`src/wud_ram.sv`:
```
// Generic single-write, single-read RAM with registered read data.
// No dependencies.
module wud_ram #(
  parameter int W = 8,
  parameter int D = 16
) (
  input  logic                                clk_i,
  input  logic                                we_i,
  input  logic [((D > 1) ? $clog2(D) : 1)-1:0] waddr_i,
  input  logic [W-1:0]                        wdata_i,
  input  logic [((D > 1) ? $clog2(D) : 1)-1:0] raddr_i,
  output logic [W-1:0]                        rdata_o
);

  logic [W-1:0] mem_q [D];
  logic [W-1:0] rdata_q;

  always_ff @(posedge clk_i) begin
    if (we_i) begin
      mem_q[waddr_i] <= wdata_i;
    end
    rdata_q <= mem_q[raddr_i];
  end

  assign rdata_o = rdata_q;

endmodule

```
`config.mk`:
```
export PLATFORM = sky130hd
export DESIGN_NAME = wud_ram
export DESIGN_NICKNAME = d
export VERILOG_FILES = /design/src/wud_ram.sv
export SDC_FILE = /design/constraint.sdc
export NUM_CORES = 1
export LEC_CHECK = 0
export BUFFER_PORTS_ARGS = -buffer_cell sky130_fd_sc_hd__buf_2
export CAP_MARGIN = 0
export CORE_MARGIN = 8
export CORE_UTILIZATION = 25
export DETAILED_ROUTE_END_ITERATION = 10
export PLACE_DENSITY = 0.44
export SYNTH_ARGS = -nofsm -noshare
export SYNTH_HDL_FRONTEND = slang
export SYNTH_SLANG_ARGS = --single-unit
```
`constraint.sdc`:
```
create_clock -name clk_i -period 2.9 [get_ports clk_i]
set_clock_uncertainty 0.15 [all_clocks]
set_input_delay 0.29 -clock clk_i [delete_from_list [all_inputs] [get_ports clk_i]]
set_output_delay 0.29 -clock clk_i [all_outputs]
set_load 0.01 [all_outputs]
```
# Word-level counts from Yosys, hierarchy flattened
# Memories as Yosys holds them, arrays and structs flattened. A register that Yosys moved wholly into a read port is not among the register bits.
# Cells that the tools add are included.
# Widths: inputs -> output; s select.
dict set report op_classes {
  n_mux 2
}
# cell count
set op_table {}
lappend op_table {{$mux 1} 2}
dict set report totals {
  register_bits 0
  ram_bits 128
  input_bits 18
  out_inout_bits 8
  word_cells 3
  n_memories 1
}
# memory depth word_bits rd rd_ports_with_merged_regs write_ports line_no
set mem_list {}
lappend mem_list {mem_q 16 8 1 1 1 15} ;# logic [W-1:0] mem_q [D];

# Longest topological paths before layout
# Gate-level depths: netlist of the first run.
dict set report depth {
  ltp_word 2
  ltp_mapped 5
  ltp_nobuf 3
}

# Least setup slack after synthesis of the first run
# No wires, ideal clock.
dict set report synth_timing {
  kind {in2reg}
  startpoint {in waddr_i[2] (netlist bit)}
  endpoint {mem mem_q[0][0] (enable)}
  setup_ns 0.383
  t_arrival_ns 1.400
  required_time_ns 2.367
  slack_ns 0.967
  path_stages 2
  path_buffers 0
  path_cell_list {or3b_2 nor3_1}
}
# item line_no
set synth_rtl {}
lappend synth_rtl {{start, declared} 9} ;# input logic [((D > 1) ? $clog2(D) : 1)-1:0] waddr_i,
lappend synth_rtl {{end, declared} 15}
# Straight into the memory's write port.

==> out/metrics.cfg, run 1 <==
[status]
status=completed

[logic_synthesis]
syn_area_sq_mm=0.005147
synth_top_family_by_area=multiplexers
avgSynthCellArea_sq_um=22.48
synth_fp_nets=247
synth_seq_area_share_pct=77.78
synth-xor-area-share_pct=0
synth_compound_area_share_pct=2.333
ys_warn_count=0
yosys.area_share.simple_pct=3.184
synthAdderAreaFrac_pct=0
ys_seq_elements=136
synthMuxAreaShare_pct=15.02
yosysTopAreaCell=edfxtp_1
netlist_instances=229
synth_top_cells_by_area=edfxtp_1, mux4_2, mux4_1
synth_top_area_share_pct=74.67
synth_cell_types=19

[final_layout]
n_antenna_cell=0
nets=299
multi_input_area_sq_mm=0.001057
regArea_sq_mm=0.004004
layout_commonest_cell=edfxtp_1
area_delta_synth_final_pct=22.56
drive_gt1_share_pct=31.06
n_fill_cell=1929
most-common-layout-cells=edfxtp_1, buf_2, mux4_2

[clock_tree]
clock_latency_ps=410
clock_sinks=136
cts_root_buf=clkbuf_16
htreeDepth=4
post_cts_resized=0
cts_hold_buf=0
clk_pin_slew_ps=50
cts_buffer_depth=2
cts_tree=built
post_cts.repair.setup_buffers=0
cts_buffers=17

[place]
pre_cts_slack_ps=940.6
dp_hpwl_microns=7242
place_congestion=0.7088
io_buffers=25

[critical_path]
crit_slowest_cell=mux4_1
worstPathArrival_ps=1630
crit_chain=buf_2, buf_12, mux4_1, a22oi_1, nand2_1
slowest_delay_ps=600
endpoint_kind=register
cp_max_fo=32
crit_type=in2reg
startpoint_type=input port
worstPathRequired_ps=3040

[floorplanning]
dieArea_sq_mm=0.02544
die_width_microns=159.5
fp.dieH_microns=159.5
ioPinCount=26
core_sq_mm=0.02023
start_util_pct=25.44
num_rows=52

[sta]
max_slew_margin_pct=44.60
finalHoldViolations=0
report.final.slew_viol_count=0
setup_slack_ps=1407
setup_viol=0
rsz0062_at_grt=no
fmax_ghz=0.6697
tightest_slew_ps=829.3
fin_tns_setup_ps=0
finalCritPeriodShare_pct=51.49
timing.final.crit_period_ps=1493

[detailed_routing]
wire_per_inst_microns=20.26
ant_nets=0
finalWirelength_microns=11410
num_vias=2411
drt_iter0_drc=237
via_per_inst=4.282
dr.pass1.iters=4
drc=0

[power]
leakagePower_nw=2.109
p_per_area_mw_per_mm2=737.8
ir_drop_uv=404.4
power_mw=4.654

[grt]
grt.total_usage_pct=9.257
grt_max_degree=33
first_global_vias=2604
grt_antenna_before_repair=0
grt_pass1_wl_microns=17020
grt_overflow_total=0

[min_path]
min_path_type=in2reg

[flow_run]
cap_violations=0

==> Yosys cell counts <==
library cell and number:
nor2b_1 1, or3b_2 1, nand2b_1 2, dfxtp_1 8, mux4_2 18, clkdlybuf4s25_2 3, nor2_1 13, buf_4 1
nand3b_1 2, buf_2 3, buf_6 3, a22oi_1 16, edfxtp_1 128, nor3_1 4, mux4_1 14, and2_1 1
nand3_1 1, and2b_1 1, nand2_1 9
==> through the flow <==
stage | cells | instance area [sq um] | util, % | hold WS, ps
floorplan | 229 | 5147 | - | 238.9
detailed placement | 532 | 5684 | 28.09 | 513.0
global placement | 532 | 5684 | 28.09 | 500.9
CTS | 563 | 6309 | 31.18 | 109.3
finish | 563 | 6309 | 31.18 | 123.2
global route | 563 | 6309 | 31.18 | 113.5
==> critical path, delay by kind of cell <==
family / cells / cell delay [ps]
buffers and inverters: 2 / 360
AO/OA/AOI/OAI: 1 / 280
multiplexers: 1 / 600
AND/OR/NAND/NOR: 1 / 80
==> flip-flops by register name, summed over array words and instances, names as in the netlist <==
signal	count
mem_q	128
rdata_o	8
==> path summary, 6_finish.rpt <==
kind	from	slack, ps	cells after the start	end
worst max-delay path	raddr_i[0]	1410	5	rdata_o[2]
worst max register to register	mem_q[9][2]	1410	3	rdata_o[2]
worst min register to register	mem_q[6][3]	520	3	rdata_o[3]
worst min-delay path	wdata_i[3]	120	1	mem_q[0][3]
==> cells by family (layout without fill, tap and decap cells) <==
group,after synthesis,after routing
multiplexers,32,32
flip-flops,136,136
buffers and inverters,10,74
AO/OA/AOI/OAI,16,16
AND/OR/NAND/NOR,35,35
==> area by class of cell <==
| cell class | instances | area share [%] |
|---|---|---|
| well taps | 270 | 5.355 |
| clock inverters | 7 | 1.785 |
| flip-flops and latches | 136 | 63.47 |
| clock buffers | 24 | 8.112 |
| repair buffers | 43 | 4.522 |
| multi-input cells | 83 | 16.76 |
==> power by group <==
part,switching (mW),internal [mW]
clock network,0.746,1.48
logic,0.125,0.0875
registers,0.0155,2.20
==> per-layer routing <==
layer / vias to the layer above / track usage, % / part of all wire (%)
li1: 1076 / - / -
met1: 1262 / 12.21 / 47
met2: 63 / 14.10 / 46
met3: 10 / 3.154 / 5.6
met4: 0 / 2.830 / 0.96
met5: - / 0 / 0
(Power assumes the default switching activity.)
==> run 2, diff against run 1 <==
- PLACE_DENSITY: 0.44 -> 0.46
- clock period: 2.9 -> 1.2 ns (I/O delays scaled with it)
==> run 2 against run 1 <==
Against the previous run: the run now ends with setup timing left; utilization grew 1.9 points; combinational power grew to 3.1 times the previous value; routed wire length shrank 5.4%; critical path depth shrank 2; global-route usage shrank 0.23 points; worst hold slack lost 78 ps; worst setup slack lost 1600 ps; critical endpoint is now rdata_o[3]; via count grew 0.79%; final area grew 6.2%; final cell count grew 4.1%; power grew 140%; sequential share of layout area shrank 3.7 points.
==> out/metrics.cfg, run 2 (same netlist as run 1, synthesis figures left out) <==
[final_layout]
layout_commonest_cell=edfxtp_1
top_register=mem_q
largest_reg_flops=128
n_fill_cell=1897
nets=322
regArea_sq_mm=0.004005
n_antenna_cell=0
finish.instance_area_sq_mm=0.006701
multi_input_area_sq_mm=0.001114
most-common-layout-cells=edfxtp_1, mux4_2, buf_2
drive_gt1_share_pct=43.99
area_delta_synth_final_pct=30.19

[place]
io_buffers=25
place_area_sq_mm=0.006017
pre_cts_slack_ps=-467.6
place_congestion=0.7068
dp_hpwl_microns=7250

[status]
status=finished with violations
violations=setup timing

[critical_path]
rrSetupSlack_ps=-210
worstPathArrival_ps=1550
cp_max_fo=1
slowest_delay_ps=500
r2r-end=rdata_o[3]
crit_chain=mux4_2, a22oi_2, nand2_1
r2r_start=mem_q[11][3]
r2r_cells=3
cp.buffers_inverters=0
endpoint_kind=register
crit_slowest_cell=mux4_2
worstPathRequired_ps=1340
startpoint_type=register
critPathTopFamily=multiplexers
crit_type=reg2reg

[clock_tree]
clock_sinks=136
cts_tree=built
cts_buffers=17
clock_latency_ps=400
htreeDepth=4
cts_root_buf=clkbuf_16
clk_pin_slew_ps=60
cts_buffer_depth=2
post_cts.repair.setup_buffers=0

[detailed_routing]
drt_iter0_drc=164
drc=0
ant_nets=0
wire_per_inst_microns=18.41
dr.pass1.iters=4
finalWirelength_microns=10790
num_vias=2430
via_per_inst=4.147

[grt]
grt_overflow_total=0
grt.total_usage_pct=9.028
grt_pass1_wl_microns=16880
first_global_vias=2770
grt_max_degree=20
grt_antenna_before_repair=0

[sta]
max_slew_margin_pct=34.54
setup_viol=8
finalHoldViolations=0
hold_ws_ps=44.88
fmax_ghz=0.7076
fin_tns_setup_ps=-1465
tightest_slew_ps=979.9
timing.final.crit_period_ps=1413
setup_slack_ps=-213.3
rsz0062_at_grt=yes
report.final.slew_viol_count=0
finalCritPeriodShare_pct=117.8

[floorplanning]
ioPinCount=26
fp.dieH_microns=159.5
die_width_microns=159.5
dieArea_sq_mm=0.02544
start_util_pct=25.44
core_sq_mm=0.02023
num_rows=52

[min_path]
holdCritStartpoint=raddr_i[3]
min_path_type=in2reg
hold_path_depth=4
hold_end=rdata_o[4]

[power]
power_mw=10.95
ir_drop_uv=789.1
p_per_area_mw_per_mm2=1635
leakagePower_nw=2.192

[flow_run]
cap_violations=0

## run 2: cell count changes in the layout (fill, tap and decap cells not counted), moves of 6 or more
cell           previous run  this run
clkbuf_8                  6         0
nor2_2                    0         8
nor2_1                   13         4
dlygate4sd3_1             0         8
mux4_2                   18        32
a22oi_2                   0         8
a22oi_1                  16         8
buf_12                    2        18
mux4_1                   14         0
## run 2: power by group
group	internal (mW)	switching, mW	leakage [nW]	total, mW
Combinational	0.311	0.336	0.690	0.647
Clock	3.21	1.75	0.279	4.96
Sequential	5.32	0.0314	1.22	5.35
Total	8.83	2.12	2.19	11.0
## run 2: per-layer routing
layer	share of wire (%)	global-route usage, %	vias to the layer above
li1	-	-	1117
met1	49	11.97	1258
met2	46	13.48	46
met3	3.9	3.361	9
met4	0.90	2.702	0
met5	0	0	-
## run 2: worst max path at each step
stage                       from          end  slack [ps]  cells past startpoint
detailed placement    raddr_i[0]   rdata_o[6]        -470                      6
global route        mem_q[11][2]   rdata_o[2]        -270                      3
finish              mem_q[11][3]   rdata_o[3]        -210                      3
global placement      raddr_i[0]   rdata_o[6]        -460                      6
floorplan             waddr_i[2]  mem_q[0][0]        -170                      2
CTS                 mem_q[10][2]   rdata_o[2]        -230                      3
## run 2: cell type report
type,count,area share (%)
clock buffer,19,6.460
clock inverter,12,1.998
multi-input combinational,83,16.62
sequential,136,59.76
tap,270,5.041
timing repair buffer,66,10.12
## run 2: metrics by stage
| stage | utilization, % | std cells |
|---|---|---|
| 6_report | 33.12 | 586 |
| 5_1_grt | 33.12 | 586 |
| 4_1_cts | 33.09 | 586 |
| 3_5_place_dp | 29.74 | 547 |
| 3_3_place_gp | 29.74 | 547 |
| 2_1_floorplan | - | 229 |
## run 2: timing repair
item                                    in CTS  in global routing
resized for setup                            9                  1
pin swaps                                    3                  1
endpoints found under the hold margin      128                  0
hold buffers                                 8                  0
endpoints found under the setup margin       9                  8
## run 2: tightest hold or removal path, cell delays in order
cell and delay [ps]:
buf_2 120, nor2_1 80, a22oi_1 180, nand2_1 60
